[config.mk]
export PLATFORM = sky130hd
export DESIGN_NAME = fir_lowpass_100_tap
export DESIGN_NICKNAME = d
export VERILOG_FILES = /design/src/rtl/firlp_pkg.sv /design/src/rtl/firlp_ctrl.sv /design/src/rtl/firlp_dp.sv /design/src/rtl/fir_lowpass_100_tap.sv
export SDC_FILE = /design/constraint.sdc
export NUM_CORES = 2
export LEC_CHECK = 0
export ABC_CLOCK_PERIOD_IN_PS = 15700
export BUFFER_PORTS_ARGS = -buffer_cell sky130_fd_sc_hd__buf_2
export CAP_MARGIN = 20
export CORE_MARGIN = 3
export CORE_UTILIZATION = 58
export DETAILED_ROUTE_END_ITERATION = 8
export PLACE_DENSITY = 0.8
export SLEW_MARGIN = 20
export SYNTH_ARGS = -nofsm -noshare
export SYNTH_HDL_FRONTEND = slang
export SYNTH_SLANG_ARGS = --single-unit
[constraint.sdc]
create_clock -name clk_i -period 15.7 [get_ports clk_i]
set_clock_uncertainty 0.1 [all_clocks]
set_input_delay 3.14 -clock clk_i [delete_from_list [all_inputs] [get_ports clk_i]]
set_output_delay 3.14 -clock clk_i [all_outputs]
set_load 0.005 [all_outputs]
[src/rtl/firlp_pkg.sv]
// ----------------------------------------------------------------------------
// firlp_pkg: shared types and constants for the 100-tap low-pass FIR
// Sample and coefficient widths, the half-response coefficient ROM and the
// command and status bundles between the controller and the datapath.
// ----------------------------------------------------------------------------
`default_nettype none

package firlp_pkg;

  localparam int SAMPLE_BITS  = 16;
  localparam int COEF_BITS    = 18;
  localparam int FRAC_BITS    = COEF_BITS - 1;
  localparam int HALF_ROM     = 50;
  localparam int ROM_AW       = 6;
  localparam int TAPS_DEFAULT = 100;

  typedef struct packed {
    logic load;    // capture the accepted word and set up the read pointer
    logic issue;   // step the tap pipeline by one tap
    logic finish;  // store the sample, advance the slot, load the output
  } firlp_cmd_t;

  typedef struct packed {
    logic tap_last;  // the tap now being issued is the final one
    logic done;      // the accumulator holds the complete sum
    logic out_free;  // the output register can take a new word
  } firlp_sts_t;

  // Half of the symmetric impulse response, signed Q1.17.
  function automatic logic signed [COEF_BITS-1:0] coef_rom(input logic [ROM_AW-1:0] idx);
    logic signed [COEF_BITS-1:0] c;
    unique case (idx)
      6'd0:  c = COEF_BITS'(155);
      6'd1:  c = COEF_BITS'(159);
      6'd2:  c = COEF_BITS'(166);
      6'd3:  c = COEF_BITS'(177);
      6'd4:  c = COEF_BITS'(192);
      6'd5:  c = COEF_BITS'(211);
      6'd6:  c = COEF_BITS'(234);
      6'd7:  c = COEF_BITS'(261);
      6'd8:  c = COEF_BITS'(292);
      6'd9:  c = COEF_BITS'(326);
      6'd10: c = COEF_BITS'(365);
      6'd11: c = COEF_BITS'(407);
      6'd12: c = COEF_BITS'(454);
      6'd13: c = COEF_BITS'(503);
      6'd14: c = COEF_BITS'(556);
      6'd15: c = COEF_BITS'(613);
      6'd16: c = COEF_BITS'(672);
      6'd17: c = COEF_BITS'(735);
      6'd18: c = COEF_BITS'(800);
      6'd19: c = COEF_BITS'(868);
      6'd20: c = COEF_BITS'(938);
      6'd21: c = COEF_BITS'(1009);
      6'd22: c = COEF_BITS'(1083);
      6'd23: c = COEF_BITS'(1157);
      6'd24: c = COEF_BITS'(1233);
      6'd25: c = COEF_BITS'(1310);
      6'd26: c = COEF_BITS'(1387);
      6'd27: c = COEF_BITS'(1464);
      6'd28: c = COEF_BITS'(1541);
      6'd29: c = COEF_BITS'(1617);
      6'd30: c = COEF_BITS'(1692);
      6'd31: c = COEF_BITS'(1766);
      6'd32: c = COEF_BITS'(1838);
      6'd33: c = COEF_BITS'(1909);
      6'd34: c = COEF_BITS'(1977);
      6'd35: c = COEF_BITS'(2043);
      6'd36: c = COEF_BITS'(2105);
      6'd37: c = COEF_BITS'(2165);
      6'd38: c = COEF_BITS'(2221);
      6'd39: c = COEF_BITS'(2274);
      6'd40: c = COEF_BITS'(2322);
      6'd41: c = COEF_BITS'(2367);
      6'd42: c = COEF_BITS'(2407);
      6'd43: c = COEF_BITS'(2442);
      6'd44: c = COEF_BITS'(2473);
      6'd45: c = COEF_BITS'(2499);
      6'd46: c = COEF_BITS'(2519);
      6'd47: c = COEF_BITS'(2535);
      6'd48: c = COEF_BITS'(2546);
      6'd49: c = COEF_BITS'(2551);
      default: c = COEF_BITS'(2551);
    endcase
    return c;
  endfunction

endpackage

`default_nettype wire

[src/rtl/firlp_ctrl.sv]
// ----------------------------------------------------------------------------
// firlp_ctrl: sequencer for the shared multiply-accumulate
// Accepts a word, steps the datapath through every tap, waits for the
// pipeline to drain and for room in the output register, then retires.
// ----------------------------------------------------------------------------
`default_nettype none

module firlp_ctrl (
  input  logic                  clk_i,
  input  logic                  rst_ni,
  input  logic                  in_valid_i,
  output logic                  in_ready_o,
  input  firlp_pkg::firlp_sts_t sts_i,
  output firlp_pkg::firlp_cmd_t cmd_o
);
  import firlp_pkg::*;

  typedef enum logic [1:0] {
    ST_IDLE,
    ST_MAC,
    ST_DRAIN
  } state_e;

  state_e state_q, state_d;

  always_comb begin
    state_d      = state_q;
    cmd_o        = '0;
    in_ready_o   = 1'b0;
    unique case (state_q)
      ST_IDLE: begin
        in_ready_o = 1'b1;
        if (in_valid_i) begin
          cmd_o.load = 1'b1;
          state_d    = ST_MAC;
        end
      end
      ST_MAC: begin
        cmd_o.issue = 1'b1;
        if (sts_i.tap_last) begin
          state_d = ST_DRAIN;
        end
      end
      ST_DRAIN: begin
        if (sts_i.done && sts_i.out_free) begin
          cmd_o.finish = 1'b1;
          state_d      = ST_IDLE;
        end
      end
      default: state_d = ST_IDLE;
    endcase
  end

  always_ff @(posedge clk_i or negedge rst_ni) begin
    if (!rst_ni) begin
      state_q <= ST_IDLE;
    end else begin
      state_q <= state_d;
    end
  end

`ifndef SYNTH
  a_one_cmd: assert property (@(posedge clk_i) disable iff (!rst_ni)
    $countones({cmd_o.load, cmd_o.issue, cmd_o.finish}) <= 1)
    else $error("more than one datapath command in a cycle");
  a_load_then_issue: assert property (@(posedge clk_i) disable iff (!rst_ni)
    cmd_o.load |=> cmd_o.issue)
    else $error("tap issue did not follow a load");
  a_finish_idle: assert property (@(posedge clk_i) disable iff (!rst_ni)
    cmd_o.finish |=> in_ready_o)
    else $error("not ready after retiring a word");
`endif

endmodule

`default_nettype wire

[src/rtl/firlp_dp.sv]
// ----------------------------------------------------------------------------
// firlp_dp: delay line memory, coefficient lookup and MAC pipeline
// One tap per cycle: read stage, registered multiply, accumulate. The sum
// is rounded half up, shifted and saturated into the output register.
// ----------------------------------------------------------------------------
`default_nettype none

module firlp_dp #(
  parameter int TAPS = firlp_pkg::TAPS_DEFAULT
) (
  input  logic                                clk_i,
  input  logic                                rst_ni,
  input  firlp_pkg::firlp_cmd_t               cmd_i,
  output firlp_pkg::firlp_sts_t               sts_o,
  input  logic signed [firlp_pkg::SAMPLE_BITS-1:0] sample_i,
  input  logic                                record_start_i,
  output logic                                out_valid_o,
  input  logic                                out_ready_i,
  output logic signed [firlp_pkg::SAMPLE_BITS-1:0] filtered_o
);
  import firlp_pkg::*;

  localparam int HD   = TAPS - 1;
  localparam int AW   = (HD > 1) ? $clog2(HD) : 1;
  localparam int KW   = $clog2(TAPS);
  localparam int PW   = SAMPLE_BITS + COEF_BITS;
  localparam int ACCW = PW + KW;
  localparam logic signed [ACCW:0] QMAX = (ACCW+1)'(2**(SAMPLE_BITS-1) - 1);
  localparam logic signed [ACCW:0] QMIN = ~QMAX;
  localparam logic signed [ACCW:0] HALF = (ACCW+1)'(2**(FRAC_BITS-1));

  // Delay line storage; hvalid_q marks slots written since the last clear.
  logic signed [SAMPLE_BITS-1:0] mem [HD];
  logic [HD-1:0]                 hvalid_q;
  logic [AW-1:0]                 ws_q, ws_d, rd_addr_q, ws_base;
  logic [KW-1:0]                 tap_q, mirror;
  logic [7:0]                    j8;
  logic [ROM_AW-1:0]             rom_idx;

  logic signed [SAMPLE_BITS-1:0] x_q, rd_data_q, op;
  logic                          s1_valid_q, s1_first_q, s1_last_q, s1_vbit_q;
  logic signed [COEF_BITS-1:0]   s1_coef_q;
  logic                          p_valid_q, p_first_q, p_last_q;
  logic signed [PW-1:0]          prod_q;
  logic signed [ACCW-1:0]        acc_q;
  logic                          done_q;
  logic signed [ACCW:0]          rnd, qv;
  logic signed [SAMPLE_BITS-1:0] sat;
  logic                          out_valid_q;
  logic signed [SAMPLE_BITS-1:0] out_q;

  // Tap k uses the mirrored half-table entry, clamped to the last one.
  always_comb begin
    mirror  = KW'(TAPS - 1) - tap_q;
    j8      = (tap_q < mirror) ? 8'(tap_q) : 8'(mirror);
    rom_idx = (j8 >= 8'(HALF_ROM)) ? ROM_AW'(HALF_ROM - 1) : j8[ROM_AW-1:0];
  end

  assign ws_base = record_start_i ? '0 : ws_q;
  assign ws_d    = (ws_q == AW'(HD - 1)) ? '0 : ws_q + 1'b1;

  assign op  = s1_first_q ? x_q : (s1_vbit_q ? rd_data_q : '0);
  assign rnd = {acc_q[ACCW-1], acc_q} + HALF;
  assign qv  = rnd >>> FRAC_BITS;
  assign sat = (qv > QMAX) ? QMAX[SAMPLE_BITS-1:0] :
               (qv < QMIN) ? QMIN[SAMPLE_BITS-1:0] : qv[SAMPLE_BITS-1:0];

  assign sts_o.tap_last = (tap_q == KW'(TAPS - 1));
  assign sts_o.done     = done_q;
  assign sts_o.out_free = !out_valid_q || out_ready_i;
  assign out_valid_o    = out_valid_q;
  assign filtered_o     = out_q;

  always_ff @(posedge clk_i) begin
    if (cmd_i.finish) begin
      mem[ws_q] <= x_q;
    end
    rd_data_q <= mem[rd_addr_q];
  end

  // Payload registers.
  always_ff @(posedge clk_i) begin
    if (cmd_i.load) begin
      x_q <= sample_i;
    end
    if (cmd_i.issue) begin
      s1_first_q <= (tap_q == '0);
      s1_last_q  <= sts_o.tap_last;
      s1_coef_q  <= coef_rom(rom_idx);
      s1_vbit_q  <= hvalid_q[rd_addr_q];
    end
    if (s1_valid_q) begin
      prod_q    <= s1_coef_q * op;
      p_first_q <= s1_first_q;
      p_last_q  <= s1_last_q;
    end
    if (p_valid_q) begin
      acc_q <= p_first_q ? ACCW'(prod_q) : acc_q + ACCW'(prod_q);
    end
    if (cmd_i.finish) begin
      out_q <= sat;
    end
  end

  always_ff @(posedge clk_i or negedge rst_ni) begin
    if (!rst_ni) begin
      hvalid_q    <= '0;
      ws_q        <= '0;
      rd_addr_q   <= '0;
      tap_q       <= '0;
      s1_valid_q  <= 1'b0;
      p_valid_q   <= 1'b0;
      done_q      <= 1'b0;
      out_valid_q <= 1'b0;
    end else begin
      s1_valid_q <= cmd_i.issue;
      p_valid_q  <= s1_valid_q;
      if (cmd_i.load) begin
        tap_q     <= '0;
        rd_addr_q <= (ws_base == '0) ? AW'(HD - 1) : ws_base - 1'b1;
        if (record_start_i) begin
          hvalid_q <= '0;
          ws_q     <= '0;
        end
      end
      if (cmd_i.issue) begin
        tap_q <= tap_q + 1'b1;
        // The first tap uses the new sample, so the pointer holds once.
        if (tap_q != '0) begin
          rd_addr_q <= (rd_addr_q == '0) ? AW'(HD - 1) : rd_addr_q - 1'b1;
        end
      end
      if (p_valid_q && p_last_q) begin
        done_q <= 1'b1;
      end
      if (cmd_i.finish) begin
        done_q         <= 1'b0;
        hvalid_q[ws_q] <= 1'b1;
        ws_q           <= ws_d;
        out_valid_q    <= 1'b1;
      end else if (out_ready_i) begin
        out_valid_q <= 1'b0;
      end
    end
  end

`ifndef SYNTH
  a_finish_ready: assert property (@(posedge clk_i) disable iff (!rst_ni)
    cmd_i.finish |-> done_q && (!out_valid_q || out_ready_i))
    else $error("retire without a complete sum or a free output");
  a_load_empty: assert property (@(posedge clk_i) disable iff (!rst_ni)
    cmd_i.load |-> !done_q && !s1_valid_q && !p_valid_q)
    else $error("new word loaded while the MAC pipeline is busy");
  a_slot_range: assert property (@(posedge clk_i) disable iff (!rst_ni)
    ws_q <= AW'(HD - 1) && rd_addr_q <= AW'(HD - 1))
    else $error("delay line pointer out of range");
`endif

endmodule

`default_nettype wire

[src/rtl/fir_lowpass_100_tap.sv]
// A new word is accepted only after the one before it retires, set by the single shared
// multiply-accumulate that walks every tap once per word.
// Reset (rst_ni low, asynchronous) empties the delay line through per-slot valid
// flags, returns the write slot to zero and drops the output word; no sweep follows.
// ----------------------------------------------------------------------------
// fir_lowpass_100_tap: symmetric low-pass FIR on a sensor sample stream
// One filtered word per sample word; tuser bit 0 restarts the record from a
// zero history before that sample is used.
// ----------------------------------------------------------------------------
`default_nettype none

module fir_lowpass_100_tap #(
  parameter int TAPS = firlp_pkg::TAPS_DEFAULT
) (
  input  logic        clk_i,
  input  logic        rst_ni,
  input  logic        s_axis_tvalid_i,
  output logic        s_axis_tready_o,
  input  logic [15:0] s_axis_tdata_i,   // [15:0] sample
  input  logic [0:0]  s_axis_tuser_i,   // [0] record_start
  output logic        m_axis_tvalid_o,
  input  logic        m_axis_tready_i,
  output logic [15:0] m_axis_tdata_o    // [15:0] filtered
);
  import firlp_pkg::*;

  firlp_cmd_t cmd;
  firlp_sts_t sts;
  logic signed [SAMPLE_BITS-1:0] filtered;

  firlp_ctrl u_ctrl (
    .clk_i      (clk_i),
    .rst_ni     (rst_ni),
    .in_valid_i (s_axis_tvalid_i),
    .in_ready_o (s_axis_tready_o),
    .sts_i      (sts),
    .cmd_o      (cmd)
  );

  firlp_dp #(
    .TAPS (TAPS)
  ) u_dp (
    .clk_i          (clk_i),
    .rst_ni         (rst_ni),
    .cmd_i          (cmd),
    .sts_o          (sts),
    .sample_i       ($signed(s_axis_tdata_i[SAMPLE_BITS-1:0])),
    .record_start_i (s_axis_tuser_i[0]),
    .out_valid_o    (m_axis_tvalid_o),
    .out_ready_i    (m_axis_tready_i),
    .filtered_o     (filtered)
  );

  assign m_axis_tdata_o = filtered;

endmodule

`default_nettype wire
==> summary.md <==
| Metric | Value |
|---|---|
| Sequential share of the synthesized area | between 60 and 70% |
| Clock Latency Late Sink | roughly 0.81 ns |
| CTS sink count | about 1900 |
| YS warnings | 0 |
| Vias in the first global route | ~46000 |
| Initial DRC count | between 6000 and 7000 |
| Final Hold Fails | 0 |
| Power consumption | 17.8 mW |
| IO Pins | 39 |
| Post-synth top area share | 62.6% |
| Max-slew headroom | between 20% and 30% |
| H-tree depth | 4 |
| Dominant cells by area after synthesis | edfxtp_1 (63%), mux4_2 (14%), dfrtp_1 (3.9%) |
| Most frequent cell after synthesis | edfxtp_1 |
| Number of synthesized flops with an enable pin | around 1700 |
| FF+latch count, synth | 1850 |
| CTS buffer count | about 170 |
| Synthesized-area fraction occupied by adder cells | around 6.3% |
| Input/output buffers | 38 |
| Gpl congestion | 0.892 |
| Layout cell share with drive strength beyond 1 | a little over a fifth |
| Start point of the critical path | u_dp.s1_first_q |
| Clock slew at reported path FFs | 0.06 ns |
| Most used DFF post-synth | edfxtp_1 |
| DP Cell Count | 6404 |
| Initial antenna violation count | 11 |
| Peak VDD IR | 0.000284 V |
| Multi-input gate area | ~25000 µm² |
| Cells after Synth | approximately 4600 |
| Global route overflow | 0 |
| Via/cell ratio | a little under 7 |
| Worst hold path class | register to register |
| Max Fclk | approximately 120 MHz |
| Synth cell count leaders | edfxtp_1 (1708), mux4_2 (525), inv_1 (235) |
| First-pass GRT wire length | a little over 300000 µm |
| Tmin final | about 8.3 ns |
| Terminus of the critical flop-to-flop path | u_dp.prod_q[33] |
| Syn nets | 4919 |
| Die H | roughly 380 µm |
| Finish-stage setup viols | 0 |
| Mux cell area share after synthesis | between 10% and 20% |
| Antenna viol nets, final | 0 |
| Drt total wl | around 210000 µm |
| CP Capture Type | register |
| Syn-to-layout area delta | 10.6% |
| Critical path capture point | u_dp.prod_q[33] |
| PwrDens | 197 nW/µm² |
| Status | finished, final reports clean |
| Cts hold-fix bufs | 0 |
| Core area | 140000 µm² |
| Hpwl dp | roughly 120000 µm |
| Setup TNS | 0 ns |
| FF-to-FF path depth | 23 |
| Period utilization | 53.1% |
| Critical path arrival | 8.88 ns |
| DRC viols | 0 |
| Async S/R FF share, synth | between 6 and 7% |
| CTS resizes | 0 |
| # Post-CTS Setup Buffers | 0 |
| CTS max path bufs | 3 |
| Critical path class | register to register |
| LEAKAGE | between 30 and 40 nW |
| FF/Latch Area | approximately 55000 µm² |
| Flop-to-flop setup slack | around 7.4 ns |
| Root Driver | clkbuf_16 |
| Fin. max-slew vios | 0 |
| RSZ-0062 raised after global routing | false |
| Post-Synth Simple-Gate Area | just over 4% |
| FILL cells | 8854 |
| Synth area leader | edfxtp_1 |
| Total GRT Usage | 29.1% |
| Final Non-Filler Cells | roughly 6700 |
| Initial core utilization | between 50% and 60% |
| Standard-cell rows | 137 |
| Largest net degree at the start of global routing | approximately 140 |
| Via Count | roughly 45000 |
| CP Data Required Time | 16.25 ns |
| R2R Path Start | u_dp.s1_first_q |
| Yosys cell types | between 70 and 80 |
| Mapped cell area | just over 80000 µm² |
| Largest family of logic cells by synthesized area | multiplexers |
| Drt first pass iters | 7 |
| Max FO, Critical Path | 19 |
| Compound-Gate Fraction of Synth Area | approximately 4.4% |
| Chip width | 382 µm |
| MaxCap Viol Count | 0 |
| Cell area after layout | a little over 90000 µm² |
| DR WL/cell | between 30 and 40 µm |
| Mean area per synthesized cell | 17.9 µm² |
| XOR/XNOR Fraction of Synth Area | less than 1% |
| TritonCTS clock tree | built |
| Die area | around 150000 µm² |
| Post-DP Area | between 80000 and 90000 µm² |
| Crit path launch type | register |
| Nets | about 5100 |
| Slew @ Worst Pin | about 1.2 ns |
[layout by cell type, fill, tap and decap left out, drive strengths merged, types with 7 or more instances in the layout]
cell	instances
o211ai	29
o21ai	147
mux2	24
or3	16
nor2	184
and3	19
edfxtp	1708
nor2b	53
a21oi	102
xor2	35
buf	193
and2	65
o21a	9
clkbuf	231
nand4	14
o21bai	13
nand2b	28
a22o	11
fa	139
a31oi	18
inv	242
ha	187
bufinv	11
nand2	228
dfrtp	126
clkinv	66
nor3	28
a221oi	8
dfxtp	16
a211oi	14
xnor2	39
o31ai	11
mux2i	37
a21o	131
mux4	525
nand3	42
a22oi	8
nand3b	7
[state kept, by name, indices dropped and copies added (netlist names), 2 cells and up]
signal,flops
u_dp.mem,1584
u_dp.s1_coef_q,12
u_dp.rd_data_q,16
u_ctrl.state_q,2
u_dp.ws_q,7
u_dp.acc_q,41
u_dp.tap_q,7
u_dp.hvalid_q,99
u_dp.prod_q,34
u_dp.rd_addr_q,7
u_dp.x_q,16
u_dp.filtered_o,16
[where the power goes]
group / leakage (nW) / switching (mW) / internal [mW]
logic: 12.0 / 4.23 / 3.27
registers: 17.3 / 0.356 / 5.78
clock network: 2.76 / 1.82 / 2.37
[through the flow]
| step | hold WS, ns | utilization, % | setup WS (ns) |
|---|---|---|---|
| after floorplan | 0.300 | - | 7.83 |
| after global placement | 0.303 | 60.6 | 7.68 |
| after detailed placement | 0.306 | 60.6 | 7.43 |
| after CTS | 0.320 | 64.6 | 7.42 |
| after global routing | 0.342 | 64.7 | 6.82 |
| final | 0.327 | 64.7 | 7.37 |
[logic make-up (layout without fill, tap and decap cells)]
group	Yosys count	in the layout
flip-flops	1850	1850
other	0	6
AND/OR/NAND/NOR	709	709
buffers and inverters	473	745
AO/OA/AOI/OAI	554	554
multiplexers	586	586
XOR/XNOR	74	74
adder cells (fa/ha/maj)	326	326
[final cells by class]
cell class | instances | share of cell area, %
Sequential cell | 1850 | 60.5
Multi-Input combinational cell | 2249 | 28.0
Clock buffer | 231 | 5.40
Tap cell | 1876 | 2.59
Timing Repair Buffer | 193 | 1.67
Inverter | 240 | 0.995
Clock inverter | 81 | 0.778
Antenna cell | 6 | 0.0166
[worst max-delay path, stage by stage, from the launching register on]
cell and delay (ns):
edfxtp_1 0.66, nor2b_1 0.93, a22oi_1 0.56, nor2b_1 0.31, fa_1 0.41, inv_1 0.08
fa_1 0.42, inv_1 0.09, fa_1 0.46, fa_1 0.51, fa_1 0.50, inv_1 0.05
fa_1 0.47, inv_1 0.04, ha_1 0.32, a21o_1 0.18, or3_1 0.32, a211oi_1 0.41
nor4_1 0.16, o211ai_1 0.29, a21oi_1 0.17, o41ai_2 0.34, mux2i_1 0.22, and4_1 0.20
[how the worst min path moves through the flow]
stage	startpoint	to	slack (ns)	cells past startpoint
4_1_cts	u_dp.s1_last_q	u_dp.p_last_q	0.32	0
6_report	u_dp.s1_last_q	u_dp.p_last_q	0.33	0
3_3_place_gp	u_dp.s1_last_q	u_dp.p_last_q	0.30	0
3_5_place_dp	u_dp.s1_last_q	u_dp.p_last_q	0.31	0
2_1_floorplan	u_dp.s1_last_q	u_dp.p_last_q	0.30	0
5_1_grt	u_dp.s1_last_q	u_dp.p_last_q	0.34	0
[per-layer routing]
metal,vias up,wire length [µm],global-route usage [%]
met5,-,86,0.265
met4,12,13100,15.1
met3,757,23500,7.51
met2,3238,99100,44.7
met1,23200,73800,38.8
li1,18200,-,-
Note: power is estimated with default switching activity, not from simulation.
